File: src/hw/rtl/rsd_pkg.sv
// Shared types, codes and field layout for the rANS symbol decoder.
// Used by rsd_ctrl, rsd_dpath and rans_symbol_decoder; depends on nothing.
package rsd_pkg;

	localparam int TABLE_ENTRIES_DEF = 256;
	localparam int MAX_M_EXP_DEF     = 12;
	localparam int WORD_BITS_DEF     = 16;

	// request kinds on the input stream
	localparam logic [1:0] CMD_START  = 2'd0;
	localparam logic [1:0] CMD_ENTRY  = 2'd1;
	localparam logic [1:0] CMD_WORD   = 2'd2;
	localparam logic [1:0] CMD_SUFFIX = 2'd3;

	// result status codes
	localparam logic [2:0] ST_ENTRY  = 3'd0;
	localparam logic [2:0] ST_WORD   = 3'd1;
	localparam logic [2:0] ST_SUFFIX = 3'd2;
	localparam logic [2:0] ST_DONE   = 3'd3;
	localparam logic [2:0] ST_ERROR  = 3'd4;
	localparam logic [2:0] ST_IDLE   = 3'd5;

	// configuration register indexes
	localparam int CFG_IDX_W  = 2;
	localparam int CFG_DATA_W = 32;
	localparam logic [CFG_IDX_W-1:0] REG_LOWER_BOUND = 2'd0;
	localparam logic [CFG_IDX_W-1:0] REG_FINAL_STATE = 2'd1;
	localparam logic [CFG_IDX_W-1:0] REG_MIN_M_EXP   = 2'd2;
	localparam logic [CFG_IDX_W-1:0] REG_MAX_M_EXP   = 2'd3;

	localparam logic [7:0] ESC_CODE = 8'd247;
	localparam logic [7:0] ESC_BIAS = 8'd239;

	// input tdata layout, lowest bit first
	localparam int IN_TDATA_W = 88;
	localparam int IN_CNT_LO  = 0;
	localparam int IN_SYM_LO  = 9;
	localparam int IN_CODE_LO = 29;
	localparam int IN_FD_LO   = 37;
	localparam int IN_WORD_LO = 53;
	localparam int IN_SFX_LO  = 69;

	localparam int OUT_TDATA_W = 24;
	localparam int OUT_TUSER_W = 4;

	typedef struct packed {
		logic [7:0]  root;
		logic [4:0]  len;
		logic [15:0] freq;
		logic [15:0] cum;
	} ent_t;

	typedef struct packed {
		logic       capture;
		logic       start;
		logic       entry;
		logic       word;
		logic       mul;
		logic       upd;
		logic       pick;
		logic       fill_rd;
		logic       fill_inc;
		logic       fill_wr;
		logic       slot_rd;
		logic       ent_rd;
		logic       take;
		logic       emit;
		logic [2:0] status;
	} ctl_t;

	typedef struct packed {
		logic [1:0] cmd;
		logic       start_bad;
		logic       entries_last;
		logic       fill_adv;
		logic       fill_end;
		logic       below_lb;
		logic       no_symbols;
		logic       final_match;
		logic       out_free;
	} sts_t;

endpackage

File: src/hw/rtl/rsd_ctrl.sv
// Controller of the rANS symbol decoder: sequences request handling,
// table fill and renormalization. Depends on rsd_pkg.
module rsd_ctrl
	import rsd_pkg::*;
(
	input  logic clk,
	input  logic arst_n,
	input  logic in_valid,
	output logic in_ready,
	input  sts_t sts,
	output ctl_t ctl
);

	localparam logic [3:0] S_WAIT  = 4'd0;
	localparam logic [3:0] S_UPD   = 4'd1;
	localparam logic [3:0] S_PICK  = 4'd2;
	localparam logic [3:0] S_FRD   = 4'd3;
	localparam logic [3:0] S_FCMP  = 4'd4;
	localparam logic [3:0] S_ADV   = 4'd5;
	localparam logic [3:0] S_ASLOT = 4'd6;
	localparam logic [3:0] S_AENT  = 4'd7;
	localparam logic [3:0] S_EMIT  = 4'd8;

	localparam logic [1:0] PH_ENTRY  = 2'd0;
	localparam logic [1:0] PH_WORD   = 2'd1;
	localparam logic [1:0] PH_SUFFIX = 2'd2;
	localparam logic [1:0] PH_IDLE   = 2'd3;

	logic [3:0] state_q, state_d;
	logic [1:0] phase_q, phase_d;
	logic [2:0] status_q, status_d;

	always_ff @(posedge clk or negedge arst_n) begin
		if (!arst_n) begin
			state_q  <= S_WAIT;
			phase_q  <= PH_IDLE;
			status_q <= ST_IDLE;
		end else begin
			state_q  <= state_d;
			phase_q  <= phase_d;
			status_q <= status_d;
		end
	end

	always_comb begin
		ctl        = '0;
		ctl.status = status_q;
		state_d    = state_q;
		phase_d    = phase_q;
		status_d   = status_q;
		in_ready   = 1'b0;
		case (state_q)
			S_WAIT: begin
				in_ready = 1'b1;
				if (in_valid) begin
					ctl.capture = 1'b1;
					state_d     = S_EMIT;
					if (sts.cmd == CMD_START) begin
						if (sts.start_bad) begin
							status_d = ST_ERROR;
							phase_d  = PH_IDLE;
						end else begin
							ctl.start = 1'b1;
							status_d  = ST_ENTRY;
							phase_d   = PH_ENTRY;
						end
					end else if (phase_q == PH_IDLE) begin
						status_d = ST_IDLE;
					end else if (sts.cmd == CMD_ENTRY && phase_q == PH_ENTRY) begin
						ctl.entry = 1'b1;
						status_d  = ST_ENTRY;
						if (sts.entries_last)
							state_d = S_PICK;
					end else if (sts.cmd == CMD_WORD && phase_q == PH_WORD) begin
						ctl.word = 1'b1;
						state_d  = S_ADV;
					end else if (sts.cmd == CMD_SUFFIX && phase_q == PH_SUFFIX) begin
						ctl.mul = 1'b1;
						state_d = S_UPD;
					end else begin
						status_d = ST_ERROR;
						phase_d  = PH_IDLE;
					end
				end
			end
			S_UPD: begin
				ctl.upd = 1'b1;
				state_d = S_ADV;
			end
			S_PICK: begin
				ctl.pick = 1'b1;
				state_d  = S_FRD;
			end
			S_FRD: begin
				ctl.fill_rd = 1'b1;
				state_d     = S_FCMP;
			end
			S_FCMP: begin
				// step to the next entry, or write this slot
				if (sts.fill_adv) begin
					ctl.fill_inc = 1'b1;
					state_d      = S_FRD;
				end else begin
					ctl.fill_wr = 1'b1;
					if (sts.fill_end)
						state_d = S_ADV;
				end
			end
			S_ADV: begin
				if (sts.below_lb) begin
					status_d = ST_WORD;
					phase_d  = PH_WORD;
					state_d  = S_EMIT;
				end else if (sts.no_symbols) begin
					status_d = sts.final_match ? ST_DONE : ST_ERROR;
					phase_d  = PH_IDLE;
					state_d  = S_EMIT;
				end else begin
					ctl.slot_rd = 1'b1;
					state_d     = S_ASLOT;
				end
			end
			S_ASLOT: begin
				ctl.ent_rd = 1'b1;
				state_d    = S_AENT;
			end
			S_AENT: begin
				ctl.take = 1'b1;
				status_d = ST_SUFFIX;
				phase_d  = PH_SUFFIX;
				state_d  = S_EMIT;
			end
			S_EMIT: begin
				if (sts.out_free) begin
					ctl.emit = 1'b1;
					state_d  = S_WAIT;
				end
			end
			default: begin
				state_d = S_WAIT;
			end
		endcase
	end

	a_one_at_a_time: assert property (@(posedge clk) disable iff (!arst_n)
		ctl.capture |=> !in_ready)
		else $error("request taken while previous one in work");

	a_mul_then_upd: assert property (@(posedge clk) disable iff (!arst_n)
		ctl.mul |=> ctl.upd)
		else $error("state update does not follow multiply");

	a_emit_free: assert property (@(posedge clk) disable iff (!arst_n)
		ctl.emit |-> sts.out_free)
		else $error("result overwrites an untaken one");

endmodule

File: config.mk
export PLATFORM = sky130hd
export DESIGN_NAME = rsd_ctrl
export DESIGN_NICKNAME = d
export VERILOG_FILES = /design/src/hw/rtl/rsd_pkg.sv /design/src/hw/rtl/rsd_ctrl.sv
export SDC_FILE = /design/constraint.sdc
export NUM_CORES = 1
export LEC_CHECK = 0
export BUFFER_PORTS_ARGS = -buffer_cell sky130_fd_sc_hd__buf_4
export CELL_PAD_IN_SITES_DETAIL_PLACEMENT = 0
export CELL_PAD_IN_SITES_GLOBAL_PLACEMENT = 2
export CORE_ASPECT_RATIO = 1.5
export CORE_MARGIN = 2
export CORE_UTILIZATION = 28
export CTS_BUF_LIST = sky130_fd_sc_hd__clkbuf_4 sky130_fd_sc_hd__clkbuf_8 sky130_fd_sc_hd__clkbuf_16
export DETAILED_ROUTE_END_ITERATION = 10
export PLACE_DENSITY = 0.88
export SLEW_MARGIN = 20
export SYNTH_ARGS = -nofsm -noshare
export SYNTH_HDL_FRONTEND = slang
export SYNTH_SLANG_ARGS = --single-unit
File: constraint.sdc
create_clock -name clk -period 6.5 [get_ports clk]
set_clock_uncertainty 0.1 [all_clocks]
set_input_delay 1.95 -clock clk [delete_from_list [all_inputs] [get_ports clk]]
set_output_delay 1.95 -clock clk [all_outputs]
set_load 0.02 [all_outputs]
==> impl_results.md, run 1 <==
* Fmax at approximately 0.20 GHz
* CTS tree: done
* Worst hold path endpoint: status_q[1]
* Yosys top cell area share at 0.1704
* Syn_area_per_cell at around 9.0 sq um
* Hold path startpoint: status_q[1]
* Clock-pin slew on the worst setup and hold paths at roughly 0.06 ns
* Clk root buf: clkbuf_4
* Fin nets at 125
* WP data arrival at just under 3 ns
* Crit path time final at between 4 and 5 ns
* Startpoint types: input pin
* GRT overflow at 0
* DRT antenna net count at 0
* Placed Area at 954.7 sq um
* Syn_nets at 95
* Final Max Slew Viols at 0
* Die height at ~67 um
* Share of cells above drive strength 1 at 0.4324
* Routed wire length at between 1500 and 2000 um
* Clock Sink Count at 9
* Synth area leaders: dfrtp_1 17%, dfstp_2 14%, mux2_2 7.7%
* Post-Synthesis Cell Area at approximately 730 sq um
* Placed instance count at approximately 130
* Mapped Cells at just over 80
* Top-count cell post-synth: nor2_1
* DIE AREA at just over 3000 sq um
* Slowest cell on the critical path: or4b_1
* Worst hold path class: reg2reg
* Clock Tree Buf Depth at 2
* Max VDD drop at 0.1379 mV
* Worst r2r path cells at 4
* Max_cap viols at 0
* Final HPWL from detailed placement at between 1500 and 2000 um
* Yosys warns at 0
* RSZ-0062 raised after global routing: no
* Gpl congestion at 0.7731
* Register area share after synthesis at 0.3135
* Synth top cells by count: 12 x nor2_1, 5 x dfrtp_1, 5 x mux2_2, 5 x nor3_1
* Final Cycle Share at 0.7640
* EDFF count, synth at 0
* Layout area overhead at 34.07%
* Pwr Density at 417.5 nW/um^2
* Final Core Density at 0.3975
* Yosys cell types at 38
* Finished Cell Area at just under 1000 sq um
* Drt first-iter violations at 14
* Setup bufs post-CTS at 0
* # setup viols final at 0
* Clk_lat worst skew at ~0.25 ns
* CTS buffer count at 3
* R2R Setup Slk at between 4 and 5 ns
* Leak at 0.4318 nW
* Total negative slack at 0 ns
* Antenna diodes at 0
* Share of flip-flops with an asynchronous set or reset at 1.000
* Post-CTS resize count at 0
* Core area at approximately 2500 sq um
* Cell mode on critical path: buf_4
* DR WL/cell at ~15 um
* Reg-to-Reg End: status_q[1]
* First-pass GRT wire length at 3229 um
* Status: complete, no violations
* Largest stage delay on the critical path at about 0.57 ns
* Vias in the first global route at 687
* Pin slew with the least headroom to its limit at ~0.5 ns
* DRT Pass-1 Iters at 4
* Initial Util at 0.2965
* Final Instance Count excl. Fillers at ~140
* Vias per cell at between 5 and 6
* Width of the die at between 40 and 50 um
* R2r startpoint: state_q[1]
* # port buffers at 30
* Crit path max fanout at 7
* Largest area contributor in the synthesized netlist: dfrtp_1
* Antenna violations before repair at 0
* Final Hold Fails at 0
* CP cell instances: buf_4, or4b_1, nor2_1, buf_4
* Total Routing Usage GR at 0.1429
* Largest net degree at the start of global routing at 14
* Crit. End Element: primary output
* Hold_buf cts at 0
* Most common flop cell mapped by yosys: dfrtp_1
* Via count at 737
* WS Path Type: in2out
* IO Pins at 31
* Fin Hold WS at approximately 0.41 ns
* FP Rows at 22
* Clock H-tree levels at 1
* Worst EP required at ~4.5 ns
* DRC viols at 0
* Worst rel slew slack at 0.6646
* Hold Path Depth at 1
* Synth Register Bits at 9
kinds of logic (layout without fill, tap and decap cells):
group | Yosys count | after routing | share of synthesized area
compound gates | 16 | 16 | 0.1670
buf+inv | 9 | 38 | 0.06813
mux | 5 | 5 | 0.07666
flops | 9 | 9 | 0.3135
simple gates | 43 | 43 | 0.3748
critical path: cells and delay by family:
kind                   cells  cell delay [ns]
buffers and inverters      2             0.28
AND/OR/NAND/NOR            2             0.69
how the worst max path moves through the flow:
stage            from  endpoint  slack (ns)
3_5_place_dp   sts[9]   ctl[14]        1.53
2_1_floorplan  sts[9]   ctl[14]        1.64
3_3_place_gp   sts[9]   ctl[14]        1.53
6_report       sts[9]   ctl[14]        1.53
4_1_cts        sts[9]   ctl[14]        1.52
5_1_grt        sts[9]   ctl[14]        1.49
cell usage in the layout, fill, tap and decap left out, types with 2 or more instances in the layout:
cell type	count
nor3_1	5
a31oi_1	2
a311oi_1	2
nand3b_1	2
nand2b_1	3
nor2_1	12
a21oi_1	3
clkbuf_4	4
nand2_1	2
buf_4	30
nor4_1	2
dfrtp_1	5
dfstp_2	4
mux2_2	5
inv_1	4
nand3_1	2
nor4b_1	4
layer usage:
layer | share of wire | vias up | track usage
li1 | - | 371 | -
met1 | 0.41 | 344 | 0.1634
met2 | 0.54 | 20 | 0.2535
met3 | 0.035 | 2 | 0.04607
met4 | 0.014 | 0 | 0.02500
met5 | 0 | - | 0
metrics by stage:
| step | setup WS [ns] | power (mW) |
|---|---|---|
| after global placement | 1.535 | 0.3661 |
| after global routing | 1.489 | 0.4429 |
| after CTS | 1.523 | 0.4157 |
| after detailed placement | 1.525 | 0.3686 |
| final | 1.534 | 0.4111 |
| after floorplan | 1.638 | 0.2976 |
power breakdown:
group / internal (mW) / switching (mW) / total, mW
sequential: 0.0876 / 0.0481 / 0.136
combinational: 0.111 / 0.119 / 0.231
clock: 0.0277 / 0.0172 / 0.0449
total: 0.226 / 0.185 / 0.411
flip-flops by register name, summed over array words and instances (netlist names):
| register | cells |
|---|---|
| state_q | 4 |
| status_q | 3 |
| phase_q | 2 |
cell type report:
| cell class | count | area (sq um) |
|---|---|---|
| fill | 259 | 1493 |
| multi-input combinational | 64 | 454.2 |
| sequential | 9 | 230.2 |
| timing repair buffer | 30 | 225.2 |
| clock buffer | 4 | 30.03 |
| tap | 24 | 30.03 |
| inverter | 4 | 15.01 |
Note: power is estimated with default switching activity, not from simulation.
==> run 2: changes to the inputs <==
--- a/config.mk
+++ b/config.mk
@@ -10,10 +10,10 @@
 export CELL_PAD_IN_SITES_GLOBAL_PLACEMENT = 2
 export CORE_ASPECT_RATIO = 1.5
 export CORE_MARGIN = 2
-export CORE_UTILIZATION = 28
+export CORE_UTILIZATION = 23
 export CTS_BUF_LIST = sky130_fd_sc_hd__clkbuf_4 sky130_fd_sc_hd__clkbuf_8 sky130_fd_sc_hd__clkbuf_16
 export DETAILED_ROUTE_END_ITERATION = 10
-export PLACE_DENSITY = 0.88
+export PLACE_DENSITY = 0.78
 export SLEW_MARGIN = 20
 export SYNTH_ARGS = -nofsm -noshare
 export SYNTH_HDL_FRONTEND = slang
==> constraint.sdc (replaced) <==
create_clock -name clk -period 4.2 [get_ports clk]
set_clock_uncertainty 0.1 [all_clocks]
set_input_delay 1.26 -clock clk [delete_from_list [all_inputs] [get_ports clk]]
set_output_delay 1.26 -clock clk [all_outputs]
set_load 0.02 [all_outputs]
==> run 2 against run 1 <==
Compared with the run above: combinational power is 55% higher; non-clock buffer count unchanged; cell area is 3.9% higher; clock-buffer cell count did not move; global-route usage down 1.4 points.
==> impl_results.md, run 2 (same netlist as run 1, synthesis figures left out) <==
* Cell mode on critical path: buf_4
* Max_cap viols at 0
* Crit-path leading delay family: simple AND/OR/NAND/NOR gates
* DR WL/cell at 14.52 um
* Fin Hold WS at about 0.41 ns
* Die height at ~73 um
* Final Hold Fails at 0
* Hold Path Depth at 1
* Clock H-tree levels at 1
* Setup bufs post-CTS at 0
* Fin nets at roughly 130
* R2r startpoint: state_q[1]
* DRT antenna net count at 0
* Core area at just over 3000 sq um
* R2R Setup Slk at between 2 and 2.5 ns
* Initial Util at 0.2372
* Vias per cell at between 4 and 5
* Routed wire length at 2192 um
* Dpl ws at slightly above 0.6 ns
* Largest registers: state_q (4), status_q (3), phase_q (2)
* Gpl congestion at ~0.83
* Antenna diodes at 0
* Crit. End Element: primary output
* # setup viols final at 0
* Crit path max fanout at 7
* Startpoint types: input pin
* Most frequent cells in the layout: 30 x buf_4, 12 x nor2_1, 5 x nor3_1, 5 x mux2_2, 5 x dfrtp_1
* WP data arrival at about 2.2 ns
* WS Path Type: in2out
* Largest net degree at the start of global routing at 14
* Final WS setup at a little over 0.6 ns
* FP Rows at 25
* Pin slew with the least headroom to its limit at roughly 0.55 ns
* Top reg by flops: state_q
* Clk root buf: clkbuf_8
* Placed instance count at approximately 150
* CTS tree: done
* IO Pins at 31
* Commonest non-fill, non-tap cell in the layout: buf_4
* Clock Sink Count at 9
* Placed Area at ~970 sq um
* Antenna violations before repair at 0
* Total negative slack at 0 ns
* Crit path time final at around 3.6 ns
* Worst r2r path cells at 4
* Crit path buf inv count at 2
* Width of the die at ~50 um
* Final Instance Count excl. Fillers at between 150 and 200
* Worst rel slew slack at 0.6303
* Multi-input logic area at 454.2 sq um
* Final HPWL from detailed placement at between 1500 and 2000 um
* Final Cycle Share at 0.8554
* Final Max Slew Viols at 0
* RSZ-0062 raised after global routing: no
* Clock Tree Buf Depth at 2
* DIE AREA at between 3000 and 4000 sq um
* Finished Cell Area at approximately 1000 sq um
* DRC viols at 0
* Post-CTS resize count at 0
* Max VDD drop at roughly 0.28 mV
* Pwr Density at approximately 660 nW/um^2
* Reg-to-Reg End: status_q[1]
* CP cell instances: buf_4, or4b_1, nor2_1, buf_4
* Largest register FFs at 4
* DRT Pass-1 Iters at 4
* Share of cells above drive strength 1 at 0.4324
* Via count at around 750
* Vias in the first global route at 761
* Hold_buf cts at 0
* Power after layout at between 0.6 and 0.7 mW
* Clk_lat worst skew at between 0.2 and 0.25 ns
* # port buffers at 30
* Total Routing Usage GR at 0.1294
* Drt first-iter violations at 5
* Worst hold path class: reg2reg
* Worst EP required at 2.84 ns
* CTS buffer count at 3
* Slowest cell on the critical path: or4b_1
* Register area at about 230 sq um
* Worst hold path endpoint: status_q[1]
* GRT overflow at 0
* Leak at 0.4396 nW
* Filler cells at around 340
* Hold path startpoint: status_q[1]
* Status: complete, no violations
* Clock-pin slew on the worst setup and hold paths at around 0.05 ns
* Layout area overhead at 39.35%
* Largest stage delay on the critical path at 0.57 ns
* First-pass GRT wire length at ~3700 um
* Final Core Density at 0.3305
* Fmax at 0.2783 GHz
==> run 2: layer usage <==
layer	wire length [um]	global-route usage	vias to the layer above
met2	1213	0.2339	19
met1	865	0.1525	363
li1	-	-	370
met5	0	0	-
met3	105	0.03074	2
met4	8	0.02778	0
==> run 2: layout make-up <==
class / instances / area share
Clock buffer: 4 / 0.04768
Multi-Input combinational cell: 64 / 0.4438
Tap cell: 40 / 0.04890
Inverter: 4 / 0.01467
Timing Repair Buffer: 30 / 0.2200
Sequential cell: 9 / 0.2249
==> run 2: power by group <==
part	total (mW)	switching, mW	internal [mW]
Combinational	0.357	0.185	0.172
Clock	0.108	0.0354	0.0727
Sequential	0.209	0.0731	0.136
==> run 2: worst max-delay path by stage <==
stage | start | end | slack, ns | cells past startpoint
after floorplan | sts[9] | ctl[14] | 0.72 | 2
after global placement | sts[9] | ctl[14] | 0.63 | 4
after detailed placement | sts[9] | ctl[14] | 0.61 | 4
after CTS | sts[9] | ctl[14] | 0.61 | 4
after global routing | sts[9] | ctl[14] | 0.58 | 4
final | sts[9] | ctl[14] | 0.61 | 4
==> run 3: changes to the inputs <==
--- a/config.mk
+++ b/config.mk
@@ -13,7 +13,9 @@
 export CORE_UTILIZATION = 23
 export CTS_BUF_LIST = sky130_fd_sc_hd__clkbuf_4 sky130_fd_sc_hd__clkbuf_8 sky130_fd_sc_hd__clkbuf_16
 export DETAILED_ROUTE_END_ITERATION = 10
+export MAX_ROUTING_LAYER = met4
 export PLACE_DENSITY = 0.78
+export REMOVE_ABC_BUFFERS = 1
 export SLEW_MARGIN = 20
 export SYNTH_ARGS = -nofsm -noshare
 export SYNTH_HDL_FRONTEND = slang
==> run 3 against run 2 <==
Compared with the run above: register-to-register slack got worse by 0.06 ns; first-iteration DRC count rose to 2.6 times the previous value; sequential power barely moved; global-route usage rose by 0.41 points; routed wire length decreased by 3.8%; fmax up 0.33%; highest routed layer unchanged.
==> impl_results.md, run 3 (same netlist as run 1, synthesis figures left out) <==
* Status: complete, no violations
* Largest registers: state_q (4), status_q (3), phase_q (2)
* Met2 Track Usage GR at 0.2427
* CTS buffer count at 3
* Final HPWL from detailed placement at approximately 1700 um
* Crit path buf inv count at 2
* GRT overflow at 0
* Most frequent cells in the layout: 30 x buf_4, 12 x nor2_1, 5 x nor3_1, 5 x mux2_2, 5 x dfrtp_1
* Core area at a little over 3000 sq um
* Top reg by flops: state_q
* Most Used Layer, Global Route: met2
* Filler cells at 336
* Crit path time final at 3.581 ns
* Final Max Slew Viols at 0
* Pwr Density at approximately 650 nW/um^2
* Layout area overhead at 39.01%
* Global Route met3 Usage at 0.01844
* Worst rel slew slack at 0.6362
* Placed instance count at 147
* Max VDD drop at approximately 0.22 mV
* Gpl congestion at approximately 0.76
* DRT antenna net count at 0
* Largest stage delay on the critical path at approximately 0.57 ns
* FP Rows at 25
* Antenna violations before repair at 0
* Worst hold path class: reg2reg
* Share of cells above drive strength 1 at 0.4324
* Final Hold Fails at 0
* Startpoint types: input pin
* Commonest non-fill, non-tap cell in the layout: buf_4
* Final Instance Count excl. Fillers at roughly 150
* Total Routing Usage GR at 0.1335
* Leak at about 0.44 nW
* Clock-pin slew on the worst setup and hold paths at 0.04 ns
* Antenna diodes at 0
* Routed wire length at ~2100 um
* Fin Hold WS at slightly above 0.4 ns
* Width of the die at between 50 and 60 um
* WS Path Type: in2out
* Clock H-tree levels at 1
* DIE AREA at ~3700 sq um
* Post-CTS resize count at 0
* Largest net degree at the start of global routing at 14
* First-pass GRT wire length at 3670 um
* Clock Tree Buf Depth at 2
* Worst EP required at 2.84 ns
* Initial Util at 0.2372
* Crit. End Element: primary output
* Fmax at ~0.28 GHz
* Vias per cell at 5.000
* Crit path max fanout at 7
* # setup viols final at 0
* Clk root buf: clkbuf_8
* Slowest cell on the critical path: or4b_1
* Die height at 73.21 um
* Pin slew with the least headroom to its limit at approximately 0.54 ns
* Hold_buf cts at 0
* Crit-path leading delay family: simple AND/OR/NAND/NOR gates
* WP data arrival at between 2 and 2.5 ns
* DRT Pass-1 Iters at 4
* DRC viols at 0
* Vias in the first global route at between 700 and 800
* Power after layout at around 0.66 mW
* DR WL/cell at approximately 14 um
* Drt first-iter violations at 13
* Total negative slack at 0 ns
* Clk_lat worst skew at 0.23 ns
* IO Pins at 31
* CTS tree: done
* Clock Sink Count at 9
* Cell mode on critical path: buf_4
* # port buffers at 30
* Met1 usage at 0.1458
* Via count at about 760
* Max_cap viols at 0
* Largest register FFs at 4
* Final Cycle Share at 0.8526
* CP cell instances: buf_4, or4b_1, nor2_1, buf_4
* Setup bufs post-CTS at 0
* Fin nets at approximately 130
* RSZ-0062 raised after global routing: no
run 3: final timing paths:
kind                              from           to  slack, ns  cells past startpoint
setup / recovery                sts[9]      ctl[14]       0.62                      4
hold / removal             status_q[1]  status_q[1]       0.41                      1
setup reg to reg            state_q[1]  status_q[1]       2.04                      4
hold reg to reg            status_q[1]  status_q[1]       0.41                      1
max in group asynchronous       arst_n  status_q[0]       3.04                      1
min in group asynchronous       arst_n   state_q[3]       0.74                      1
run 3: per-layer routing:
metal / share of wire / routed length (um)
met5: 0 / 0
met4: 0.0095 / 20
met3: 0.045 / 94
met2: 0.55 / 1169
met1: 0.39 / 824
run 3: cell type report:
type	instances	area (sq um)	share of cell area
clock buffers	3	41.29	0.04044
clock inverters	1	5.005	0.004902
inverters	4	15.01	0.01471
multi-input cells	64	454.2	0.4449
flip-flops and latches	9	230.2	0.2255
well taps	40	50.05	0.04902
repair buffers	30	225.2	0.2206
run 3: stage by stage:
stage          setup slack, ns  instance area [sq um]    util
2_1_floorplan           0.7181                  699.4       -
3_3_place_gp            0.6340                  974.7  0.3147
3_5_place_dp            0.6165                  974.7  0.3147
4_1_cts                 0.6144                   1021  0.3297
5_1_grt                 0.5843                   1021  0.3297
6_report                0.6189                   1021  0.3297
run 3: worst register-to-register path, cell delays in order, from the launching register on:
cell and delay, ns:
dfrtp_1 0.54, nor4_4 0.56, a31oi_1 0.17, nor3_2 0.29
mux2_2 0.38
run 3: where the power goes:
| part | total (mW) | switching, mW | internal, mW |
|---|---|---|---|
| Sequential | 0.210 | 0.0739 | 0.136 |
| Clock | 0.0983 | 0.0336 | 0.0646 |
| Combinational | 0.356 | 0.184 | 0.172 |
| Total | 0.664 | 0.292 | 0.373 |
